**config.mk**
```make
export PLATFORM = sky130hd
export DESIGN_NAME = ps2_mouse_packet_cursor_unit
export DESIGN_NICKNAME = d
export VERILOG_FILES = /design/src/sv/ps2mc_pkg.sv /design/src/sv/ps2_mouse_packet_cursor_unit.sv
export SDC_FILE = /design/constraint.sdc
export NUM_CORES = 1
export LEC_CHECK = 0
export BUFFER_PORTS_ARGS = -buffer_cell sky130_fd_sc_hd__buf_2
export CORE_UTILIZATION = 65
export CTS_CLUSTER_DIAMETER = 40
export DETAILED_ROUTE_END_ITERATION = 12
export PLACE_DENSITY = 0.92
export SETUP_SLACK_MARGIN = 0.2
export SYNTH_ARGS = -nofsm -noshare
export SYNTH_HDL_FRONTEND = slang
export SYNTH_SLANG_ARGS = --single-unit
```
**constraint.sdc**
```tcl
create_clock -name clk -period 12.6 [get_ports clk]
set_input_delay 2.52 -clock clk [delete_from_list [all_inputs] [get_ports clk]]
set_output_delay 2.52 -clock clk [all_outputs]
set_load 0.05 [all_outputs]
```
**src/sv/ps2mc_pkg.sv**
```systemverilog
`timescale 1ns / 1ps

package ps2mc_pkg;

  // Fixed field widths of the two streams
  localparam int unsigned DATA_BYTE_W = 8;
  localparam int unsigned POS_W       = 12;
  localparam int unsigned DELTA_X_W   = 8;
  localparam int unsigned DELTA_Y_W   = 9;
  localparam int unsigned BUTTONS_W   = 3;
  localparam int unsigned CFG_DATA_W  = 12;
  localparam int unsigned CFG_INDEX_W = 2;

  localparam int unsigned OUT_FIELDS_W = 2 * POS_W + DELTA_X_W + DELTA_Y_W + BUTTONS_W;
  localparam int unsigned OUT_TDATA_W  = ((OUT_FIELDS_W + 7) / 8) * 8;

  // Header byte bit positions
  localparam int unsigned HDR_SYNC_BIT  = 3;
  localparam int unsigned HDR_XSIGN_BIT = 4;
  localparam int unsigned HDR_YSIGN_BIT = 5;
  localparam int unsigned HDR_XOVF_BIT  = 6;
  localparam int unsigned HDR_YOVF_BIT  = 7;

  localparam logic signed [DELTA_X_W-1:0] DELTA_SAT = 8'sd127;

  localparam int unsigned RESET_MAX_X    = 1023;
  localparam int unsigned RESET_MAX_Y    = 767;
  localparam int unsigned RESET_CURSOR_X = 512;
  localparam int unsigned RESET_CURSOR_Y = 384;

  typedef enum logic [CFG_INDEX_W-1:0] {
    REG_ENABLE = 2'd0,
    REG_MAX_X  = 2'd1,
    REG_MAX_Y  = 2'd2,
    REG_NONE   = 2'd3
  } reg_index_t;

  // Position within a three-byte packet
  typedef enum logic [1:0] {
    PH_HEADER = 2'd0,
    PH_X      = 2'd1,
    PH_Y      = 2'd2
  } phase_t;

endpackage

```
**src/sv/ps2_mouse_packet_cursor_unit.sv**
```systemverilog
`timescale 1ns / 1ps

// PS/2 mouse packet decoder with a clamped cursor.
// Input stream: one controller byte per beat on in_tdata, in_tuser set when
// the byte came from the mouse channel. Bytes are dropped while enable is
// clear or in_tuser is low. Three-byte packets are gathered; a header byte
// with bit 3 clear is dropped so the stream resynchronizes.
// Output stream: one beat per completed packet carrying the clamped cursor,
// the X delta, the negated Y delta and the three button bits.
// Configuration: write enable, max_x and max_y over cfg_* while idle;
// cfg_ready is always high.
// Result: a completed packet's beat is registered in the output or skid entry.
// Throughput: one byte per cycle while in_tready is high; the update is one adder
// and a clamp to 0..max per axis between the packet state and the result register.
// Stall: a two-entry result buffer (output register plus skid) lets one more
// packet complete while out_tready is low; in_tready drops only when both
// entries are full.
// Reset: enable clears, max_x/max_y go to 1023/767, the cursor to 512,384,
// and packet gathering restarts at the header byte.
module ps2_mouse_packet_cursor_unit
  import ps2mc_pkg::*;
#(
  parameter int unsigned COORD_WIDTH = 12
) (
  input  logic                    clk,
  input  logic                    rst_n,
  // in_tdata: [7:0] data_byte
  input  logic                    in_tvalid,
  output logic                    in_tready,
  input  logic [7:0]              in_tdata,
  // in_tuser: [0] from_aux
  input  logic                    in_tuser,
  // out_tdata: [11:0] pos_x, [23:12] pos_y, [31:24] delta_x, [40:32] delta_y,
  //            [43:41] buttons, [47:44] zero
  output logic                    out_tvalid,
  input  logic                    out_tready,
  output logic [OUT_TDATA_W-1:0]  out_tdata,
  input  logic                    cfg_valid,
  output logic                    cfg_ready,
  input  logic [CFG_INDEX_W-1:0]  cfg_index,
  input  logic [CFG_DATA_W-1:0]   cfg_data
);

  localparam int unsigned SUM_W = COORD_WIDTH + 2;

  // Configuration registers
  logic                   enable_r;
  logic [COORD_WIDTH-1:0] max_x_r;
  logic [COORD_WIDTH-1:0] max_y_r;

  // Packet and cursor state
  phase_t                 phase_r, phase_nxt;
  logic [7:0]             header_r, header_nxt;
  logic [7:0]             x_byte_r, x_byte_nxt;
  logic [COORD_WIDTH-1:0] cursor_x_r, cursor_x_nxt;
  logic [COORD_WIDTH-1:0] cursor_y_r, cursor_y_nxt;

  // Result buffer
  logic                   out_valid_r, out_valid_nxt;
  logic [OUT_TDATA_W-1:0] out_data_r, out_data_nxt;
  logic                   skid_valid_r, skid_valid_nxt;
  logic [OUT_TDATA_W-1:0] skid_data_r, skid_data_nxt;

  logic                   in_fire;
  logic                   byte_live;
  logic                   res_fire;
  logic                   out_take;

  logic signed [DELTA_X_W-1:0] dx;
  logic signed [DELTA_X_W-1:0] dy;
  logic signed [DELTA_Y_W-1:0] dy_neg;
  logic signed [SUM_W-1:0]     sum_x;
  logic signed [SUM_W-1:0]     sum_y;
  logic [COORD_WIDTH-1:0]      new_x;
  logic [COORD_WIDTH-1:0]      new_y;
  logic [OUT_TDATA_W-1:0]      res_data;

  assign in_tready  = !skid_valid_r;
  assign cfg_ready  = 1'b1;
  assign out_tvalid = out_valid_r;
  assign out_tdata  = out_data_r;

  assign in_fire   = in_tvalid && in_tready;
  assign byte_live = in_fire && enable_r && in_tuser;
  assign res_fire  = byte_live && (phase_r == PH_Y);
  assign out_take  = out_valid_r && out_tready;

  // Configuration writes; an index past the list is ignored
  always_ff @(posedge clk) begin
    if (!rst_n) begin
      enable_r <= 1'b0;
      max_x_r  <= COORD_WIDTH'(RESET_MAX_X);
      max_y_r  <= COORD_WIDTH'(RESET_MAX_Y);
    end else if (cfg_valid && cfg_ready) begin
      unique case (reg_index_t'(cfg_index))
        REG_ENABLE: enable_r <= cfg_data[0];
        REG_MAX_X:  max_x_r  <= COORD_WIDTH'(cfg_data);
        REG_MAX_Y:  max_y_r  <= COORD_WIDTH'(cfg_data);
        default: ;
      endcase
    end
  end

  // Deltas: sign-extend, overflow saturates with the header sign
  always_comb begin
    if (header_r[HDR_XOVF_BIT]) begin
      dx = header_r[HDR_XSIGN_BIT] ? -DELTA_SAT : DELTA_SAT;
    end else begin
      dx = $signed(x_byte_r);
    end
    if (header_r[HDR_YOVF_BIT]) begin
      dy = header_r[HDR_YSIGN_BIT] ? -DELTA_SAT : DELTA_SAT;
    end else begin
      dy = $signed(in_tdata);
    end
    dy_neg = -(DELTA_Y_W'(dy));

    // Move the cursor: X grows right, packet Y grows up so subtract it
    sum_x = $signed({2'b00, cursor_x_r}) + SUM_W'(dx);
    sum_y = $signed({2'b00, cursor_y_r}) - SUM_W'(dy);

    // Clamp to 0..max
    if (sum_x < 0) begin
      new_x = '0;
    end else if (sum_x > $signed({2'b00, max_x_r})) begin
      new_x = max_x_r;
    end else begin
      new_x = sum_x[COORD_WIDTH-1:0];
    end
    if (sum_y < 0) begin
      new_y = '0;
    end else if (sum_y > $signed({2'b00, max_y_r})) begin
      new_y = max_y_r;
    end else begin
      new_y = sum_y[COORD_WIDTH-1:0];
    end

    res_data = OUT_TDATA_W'({header_r[BUTTONS_W-1:0], dy_neg, dx,
                             POS_W'(new_y), POS_W'(new_x)});
  end

  // Packet phase machine
  always_ff @(posedge clk) begin
    if (!rst_n) begin
      phase_r    <= PH_HEADER;
      header_r   <= '0;
      x_byte_r   <= '0;
      cursor_x_r <= COORD_WIDTH'(RESET_CURSOR_X);
      cursor_y_r <= COORD_WIDTH'(RESET_CURSOR_Y);
    end else begin
      phase_r    <= phase_nxt;
      header_r   <= header_nxt;
      x_byte_r   <= x_byte_nxt;
      cursor_x_r <= cursor_x_nxt;
      cursor_y_r <= cursor_y_nxt;
    end
  end

  always_comb begin
    phase_nxt    = phase_r;
    header_nxt   = header_r;
    x_byte_nxt   = x_byte_r;
    cursor_x_nxt = cursor_x_r;
    cursor_y_nxt = cursor_y_r;
    if (byte_live) begin
      unique case (phase_r)
        PH_HEADER: begin
          // drop a header without the sync bit
          if (in_tdata[HDR_SYNC_BIT]) begin
            header_nxt = in_tdata;
            phase_nxt  = PH_X;
          end
        end
        PH_X: begin
          x_byte_nxt = in_tdata;
          phase_nxt  = PH_Y;
        end
        PH_Y: begin
          cursor_x_nxt = new_x;
          cursor_y_nxt = new_y;
          phase_nxt    = PH_HEADER;
        end
        default: phase_nxt = PH_HEADER;
      endcase
    end
  end

  // Result buffer: output register backed by one skid entry
  always_comb begin
    out_valid_nxt  = out_valid_r;
    out_data_nxt   = out_data_r;
    skid_valid_nxt = skid_valid_r;
    skid_data_nxt  = skid_data_r;
    if (out_take || !out_valid_r) begin
      if (skid_valid_r) begin
        out_valid_nxt  = 1'b1;
        out_data_nxt   = skid_data_r;
        skid_valid_nxt = 1'b0;
      end else if (res_fire) begin
        out_valid_nxt = 1'b1;
        out_data_nxt  = res_data;
      end else begin
        out_valid_nxt = 1'b0;
      end
    end else if (res_fire) begin
      skid_valid_nxt = 1'b1;
      skid_data_nxt  = res_data;
    end
  end

  always_ff @(posedge clk) begin
    if (!rst_n) begin
      out_valid_r  <= 1'b0;
      skid_valid_r <= 1'b0;
    end else begin
      out_valid_r  <= out_valid_nxt;
      skid_valid_r <= skid_valid_nxt;
    end
  end

  always_ff @(posedge clk) begin
    out_data_r  <= out_data_nxt;
    skid_data_r <= skid_data_nxt;
  end

`ifndef SYNTHESIS
  // skid entry only fills behind a held output beat
  a_skid_behind_out: assert property (@(posedge clk) disable iff (!rst_n)
    skid_valid_r |-> out_valid_r)
    else $error("skid entry valid while output register empty");

  // dropped bytes leave the packet phase alone
  a_drop_keeps_phase: assert property (@(posedge clk) disable iff (!rst_n)
    (in_fire && (!enable_r || !in_tuser)) |=> $stable(phase_r))
    else $error("dropped byte moved the packet phase");

  // a third byte always closes the packet and yields a result beat
  a_third_byte_closes: assert property (@(posedge clk) disable iff (!rst_n)
    (byte_live && phase_r == PH_Y) |=> (phase_r == PH_HEADER && out_valid_r))
    else $error("third byte did not complete the packet");
`endif

endmodule
```
==> metrics.md, run 1 <==
| Metric | Value |
|---|---|
| Startpoint Class | input port |
| Fin crit share | 59.0% |
| Largest cells by area after synthesis | edfxtp_1 31%, dfxtp_1 16%, ha_1 6.8%, nand2_1 4.6%, mux2_2 3.0% |
| Worst-Skew Late Latency | about 440 ps |
| Hold_buf cts | 0 |
| Max Fclk | around 130 MHz |
| Final Hold Fails | 0 |
| Seq pwr share | 47.1% |
| CP max FO | 17 |
| Commonest cells post-synth | 106 x nand2_1, 88 x edfxtp_1, 68 x dfxtp_1, 57 x nor2_1, 47 x ha_1 |
| Layout Cells excl Fill | between 1,000 and 1,500 |
| Logic pwr share | a little under a tenth |
| Clk_skew | 8.22 ps |
| Switching Share | 24.7% |
| Setup TNS | 0 ps |
| Synth top area share | 30.6% |
| Maximum clock insertion buffer count | 2 |
| Port-buffer cells | 73 |
| Fill count | roughly 800 |
| Cells along the critical path | buf_2 > a21o_1 > inv_1 > ha_1 > a21o_1 > a21oi_1 > o221ai_1 > a21oi_1 > nor2_1 > a21oi_1 > xor2_1 > ha_1 > nand4_1 > nor2_1 > a211o_1 > o21ai_1 > nand3_1 > o22ai_2 > a22o_4 > mux2_4 |
| Final nets | 987 |
| Full die area | 13,800 um^2 |
| Placed cell count | 1,064 |
| Async SR Flop Fraction | 0% |
| Area of the multi-input gates | 4320 um^2 |
| Hold Path Class | reg -> reg |
| VDD IR-drop max | 0.0974 mV |
| Worst endpoint required time | between 10,000 and 15,000 ps |
| Share of cells above drive strength 1 | 18.2% |
| Vias | slightly above 7,000 |
| Internal power | 0.000873 W |
| Synth Flop Type | edfxtp_1 |
| Crit path kind | in -> reg |
| Via density | approximately 6.5 |
| Largest net degree at the start of global routing | 60 |
| YS warnings | 0 |
| Reg2Reg Launch Point | header_r[7] |
| Cell accounting for the most synthesized area | edfxtp_1 |
| Worst Tran Pin Value | 1290 ps |
| Register area share after synthesis | 46.3% |
| Mapped cell area | a little under 9000 um^2 |
| Initial antenna violation count | 0 |
| RSZ-0062 raised after global routing | no |
| CTS resizes | 0 |
| Tmin final | 7430 ps |
| Core Area | 12,800 um^2 |
| Pre-Repair DR Iteration Count | 5 |
| CTS sink cnt | 156 |
| Most instantiated library cell after synthesis | nand2_1 |
| Clock slew at reported path FFs | 60 ps |
| Final setup margin | 5170 ps |
| Sequential Area | 4000 um^2 |
| Cell variety after synth | 78 |
| Syn Inst Count | 857 |
| CTS tree | built |
| Sw Pwr | about 0.00029 W |
| Final Slew Violations | 0 |
| DRC | 0 |
| Final setup fails | 0 |
| Drt initial violations | 768 |
| Area growth, synth to finish | 11.7% |
| Leak | a little over 4 nW |
| Post-CTS Setup Inserts | 0 |
| Routability cong. | 0.944 |
| Max-cap violation count | 0 |
| Clock root cell | clkbuf_16 |
| Worst Setup End Kind | register |
| Hold wc startpoint | cursor_x_r[10] |
| # IOs | 79 |
| Die height | around 120 um |
| First-pass GRT wire length | between 30,000 and 40,000 um |
| Starting Density | 67.7% |
| Number of synthesized flops with an enable pin | 88 |
| Avg Cell Area, Syn | 10.1 um^2 |
| CP max stage cell | o21ai_1 |
| Vias in the first global route | approximately 6,700 |
| Level count of the clock H-tree | 4 |
| Total track usage | 33.4% |
| Power share of the clock group | 43.6% |
| Most used cell, CP | a21oi_1 |
| Launch point of the worst path | in_tdata[7] |
| Cts bufs inserted | 17 |
| Post-Place Setup Slack | approximately 4900 ps |
| Post-Route WL | about 22,000 um |
| Number of synthesized register bits | 156 |
| Post-route ant nets | 0 |
| Hold slack | between 400 and 500 ps |
| ANT cells | 0 |
| Grt ovf | 0 |
| Die extent in x | 117 um |
| Status | finished clean |
| Rel. slew slack | 13.7% |
| Pwr dens | 120 nW/um^2 |
| DR WL/cell | 20.4 um |
| Worst path max stage delay | 740 ps |
| HPWL Detailed | 15,000 um |
| Row cnt | 41 |
| WP data arrival | 7740 ps |
==> kinds of logic (layout without fill, tap and decap cells) <==
family                     Yosys count  count (layout)  share of synthesized area [%]
DFF                                156             156                           46.3
other                                2               5                         0.0869
buffers and inverters               82             146                           4.12
xor gates and xnor gates            23              23                           2.33
AOI/OAI and AO/OA                  210             210                           18.2
muxes                               47              47                           6.06
and+or+nand+nor                    289             289                           15.9
adders and majority gates           48              48                           7.03
==> routing by layer <==
metal | track usage [%] | wire, um | up-vias
li1 | - | - | 3225
met1 | 45.4 | 9310 | 3369
met2 | 51.0 | 10200 | 413
met3 | 7.44 | 2100 | 72
met4 | 15.2 | 740 | 0
met5 | 0 | 0 | -
==> state kept, by name (all words and copies together) (netlist names) <==
register and flops:
skid_valid_r 1, x_byte_r 8, out_tvalid 1, phase_r 2, skid_data_r 44, header_r 7
out_tdata 44, cursor_x_r 12, cursor_y_r 12, max_y_r 12, max_x_r 12, enable_r 1
==> cell type report <==
cell class / count / share of cell area (%)
multi-input cells: 622 / 44.7
flip-flops and latches: 156 / 41.4
clock buffers: 19 / 4.70
repair buffers: 78 / 4.17
well taps: 172 / 2.23
inverters: 36 / 1.40
clock inverters: 13 / 1.33
==> final timing paths <==
kind,slack [ps],endpoint,cells past startpoint
max,5170,out_tdata[23],20
min,470,cursor_x_r[10],2
max reg2reg,6090,out_tdata[23],20
min reg2reg,470,cursor_x_r[10],2
==> layout by cell type, fill, tap and decap left out, types with 18 or more instances in the layout <==
cell type / instances
a21oi_1: 22
buf_2: 73
clkbuf_16: 18
dfxtp_1: 68
edfxtp_1: 88
ha_1: 47
inv_1: 35
mux2_2: 23
mux2i_1: 19
nand2_1: 106
nand3_1: 32
nor2_1: 56
nor2b_1: 19
o211ai_1: 19
o21ai_0: 40
==> worst max-delay path, delay by kind of cell <==
kind                     cells  cell delay [ps]
multiplexers                 1              140
adder cells (fa/ha/maj)      2              800
XOR/XNOR                     1              260
buffers and inverters        2              500
AO/OA/AOI/OAI               10             2990
AND/OR/NAND/NOR              4              510
==> stage by stage <==
step / cell area (um^2) / total power, W / utilization [%]
floorplan: 8660 / 0.000634 / -
global placement: 9080 / 0.000656 / 71.1
detailed placement: 9080 / 0.000659 / 71.1
CTS: 9660 / 0.00116 / 75.6
global route: 9660 / 0.00119 / 75.6
finish: 9660 / 0.00116 / 75.6
==> power groups by stage <==
stage | Clock, W | Combinational [W] | Sequential [W]
detailed placement | 0 | 0.000103 | 0.000557
finish | 0.000505 | 0.000107 | 0.000546
floorplan | 0 | 0.0000792 | 0.000555
global route | 0.000528 | 0.000116 | 0.000546
CTS | 0.000505 | 0.000105 | 0.000546
global placement | 0 | 0.000100 | 0.000556
No activity file was read; power rests on OpenSTA's default activity.
==> inputs of run 2 (changes only) <==
--- a/config.mk
+++ b/config.mk
@@ -6,10 +6,10 @@
 export NUM_CORES = 1
 export LEC_CHECK = 0
 export BUFFER_PORTS_ARGS = -buffer_cell sky130_fd_sc_hd__buf_2
-export CORE_UTILIZATION = 65
+export CORE_UTILIZATION = 54
 export CTS_CLUSTER_DIAMETER = 40
 export DETAILED_ROUTE_END_ITERATION = 12
-export PLACE_DENSITY = 0.92
+export PLACE_DENSITY = 0.82
 export SETUP_SLACK_MARGIN = 0.2
 export SYNTH_ARGS = -nofsm -noshare
 export SYNTH_HDL_FRONTEND = slang
==> constraint.sdc (replaced) <==
create_clock -name clk -period 6.2 [get_ports clk]
set_input_delay 1.24 -clock clk [delete_from_list [all_inputs] [get_ports clk]]
set_output_delay 1.24 -clock clk [all_outputs]
set_load 0.05 [all_outputs]
==> run 2 against run 1 <==
Net effect:
- global-route usage shrank 7.1 points
- core utilization shrank 12 points
- final cell count grew 3.9%
- count of clock-buffer cells in the layout grew 1
- sequential share of layout area shrank 0.76 points
- critical path type unchanged
- die area grew 20%
- critical path depth grew 1
- clock skew grew 2.1 ps
- combinational power grew 110%
- non-clock buffer count grew 4
==> metrics.md, run 2 (synthesized netlist as in run 1, its figures left out) <==
| Metric | Value |
|---|---|
| Initial antenna violation count | 0 |
| Final nets | between 900 and 1,000 |
| Max-cap violation count | 0 |
| Fill count | 1,237 |
| DR WL/cell | 18.3 um |
| Largest net degree at the start of global routing | 60 |
| Worst-Skew Late Latency | between 400 and 500 ps |
| Crit path kind | in -> reg |
| Starting Density | a little under three fifths |
| Full die area | between 15,000 and 20,000 um^2 |
| Total track usage | approximately a quarter |
| DRC | 0 |
| Share of cells above drive strength 1 | 18.4% |
| Grt ovf | 0 |
| HPWL Detailed | 14,600 um |
| Hold_buf cts | 0 |
| # IOs | 79 |
| Final setup fails | 0 |
| Post-Route WL | ~21,000 um |
| Cells along the critical path | buf_2 > a21o_1 > inv_1 > buf_4 > ha_1 > a21oi_1 > o221ai_1 > a21oi_1 > nor2_1 > a21oi_1 > xor2_1 > ha_1 > nand4_1 > inv_1 > nand3_1 > or3_1 > o21a_1 > nor3_1 > nor2_1 > a211o_1 > mux2_2 |
| Worst endpoint required time | 6380 ps |
| Post-CTS Setup Inserts | 0 |
| Worst Tran Pin Value | 1300 ps |
| Hold Path Class | reg -> reg |
| Leak | slightly above 4 nW |
| Buffers & Inverters on Critical Path | 4 |
| Cts bufs inserted | 17 |
| Tmin final | around 5400 ps |
| VDD IR-drop max | 0.224 mV |
| Leading cell types in the layout, fill and taps excluded | 106 x nand2_1, 88 x edfxtp_1, 73 x buf_2 |
| CP max FO | 15 |
| Final Hold Fails | 0 |
| Vias in the first global route | between 6,000 and 7,000 |
| Die height | 129 um |
| Setup TNS | 0 ps |
| Most common cell after layout, fill and taps aside | nand2_1 |
| Startpoint Class | input port |
| Maximum clock insertion buffer count | 2 |
| Vias | 6,719 |
| CTS tree | built |
| Routability cong. | 0.956 |
| Drt initial violations | 547 |
| First-pass GRT wire length | 33,100 um |
| Rel. slew slack | 12.8% |
| Port-buffer cells | 73 |
| CTS resizes | 0 |
| WP data arrival | 5580 ps |
| Die extent in x | 129 um |
| Row cnt | between 40 and 50 |
| Via density | 5.90 |
| Max Fclk | 185 MHz |
| Pwr dens | 258 nW/um^2 |
| Pre-Repair DR Iteration Count | 5 |
| ANT cells | 0 |
| Crit-path leading delay family | compound AO/OA/AOI/OAI gates |
| Status | finished clean |
| Level count of the clock H-tree | 4 |
| Final Slew Violations | 0 |
| Area growth, synth to finish | 13.8% |
| Clk_skew | 10.3 ps |
| RSZ-0062 raised after global routing | no |
| Clock slew at reported path FFs | about 70 ps |
| Post-route ant nets | 0 |
| CTS sink cnt | around 160 |
| Hold slack | 463 ps |
| Worst Setup End Kind | register |
| Clock root cell | clkbuf_16 |
| Most used cell, CP | a21oi_1 |
| Core Area | 15,400 um^2 |
| CP max stage cell | nor3_1 |
| Fin crit share | 87.1% |
| Worst path max stage delay | roughly 400 ps |
[run 2: changes by cell type in the layout (fill, tap and decap cells not counted)]
cell,before,now
clkinv_4,3,0
inv_4,2,0
clkinvlp_4,2,1
inv_6,2,4
inv_8,2,0
buf_4,5,9
bufinv_16,1,6
clkbuf_1,1,2
[run 2: worst reg2reg max path, cell delays in order, from the launching register on]
cell and delay, ps:
dfxtp_1 550, and2_4 340, a21o_1 130, inv_1 70
ha_1 380, a21o_1 190, a21oi_1 230, o221ai_1 150
a21oi_1 260, nor2_1 70, a21oi_1 170, xor2_1 250
ha_1 180, nand4_1 100, inv_1 70, nand3_1 80
or3_1 390, o21a_1 170, nor3_1 400, nor2_1 200
a211o_1 370, mux2_2 290
[run 2: metal layers]
layer  wire length (um)  track usage (%)  part of all wire [%]
met4                397             9.34                   1.9
met5                  0                0                     0
met2               9370             40.9                    45
met3               1390             5.20                   6.7
met1               9720             36.7                    47
[run 2: per-stage QoR]
| stage | setup WS, ps | power [W] | utilization, % | instance area, um^2 | instances |
|---|---|---|---|---|---|
| 6_report | 800 | 0.00254 | 63.8 | 9840 | 1139 |
| 2_1_floorplan | 263 | 0.00129 | - | 8660 | 860 |
| 3_3_place_gp | 542 | 0.00134 | 59.4 | 9160 | 1107 |
| 5_1_grt | 489 | 0.00261 | 63.8 | 9840 | 1139 |
| 3_5_place_dp | 432 | 0.00134 | 59.4 | 9160 | 1107 |
| 4_1_cts | 853 | 0.00254 | 63.8 | 9840 | 1139 |
[run 2: cell type report]
class	instances	area, um^2	share of cell area (%)
Sequential cell	156	4000	40.7
Multi-Input combinational cell	622	4320	43.9
Timing Repair Buffer	82	433	4.40
Clock buffer	20	458	4.65
Tap cell	211	264	2.68
Inverter	36	135	1.37
Clock inverter	12	228	2.31
[run 2: report_power, final]
group          switching, W  internal, W
clock network      0.000427     0.000784
logic              0.000129    0.0000901
registers        0.00000711      0.00110
total              0.000563      0.00198
[run 2: worst paths after layout]
check,start,to,slack (ps),depth (start not counted)
worst max-delay path,in_tdata[7],out_tdata[20],800,21
worst min-delay path,cursor_x_r[0],cursor_x_r[0],460,2
worst max register to register,header_r[5],out_tdata[20],860,21
worst min register to register,cursor_x_r[0],cursor_x_r[0],460,2
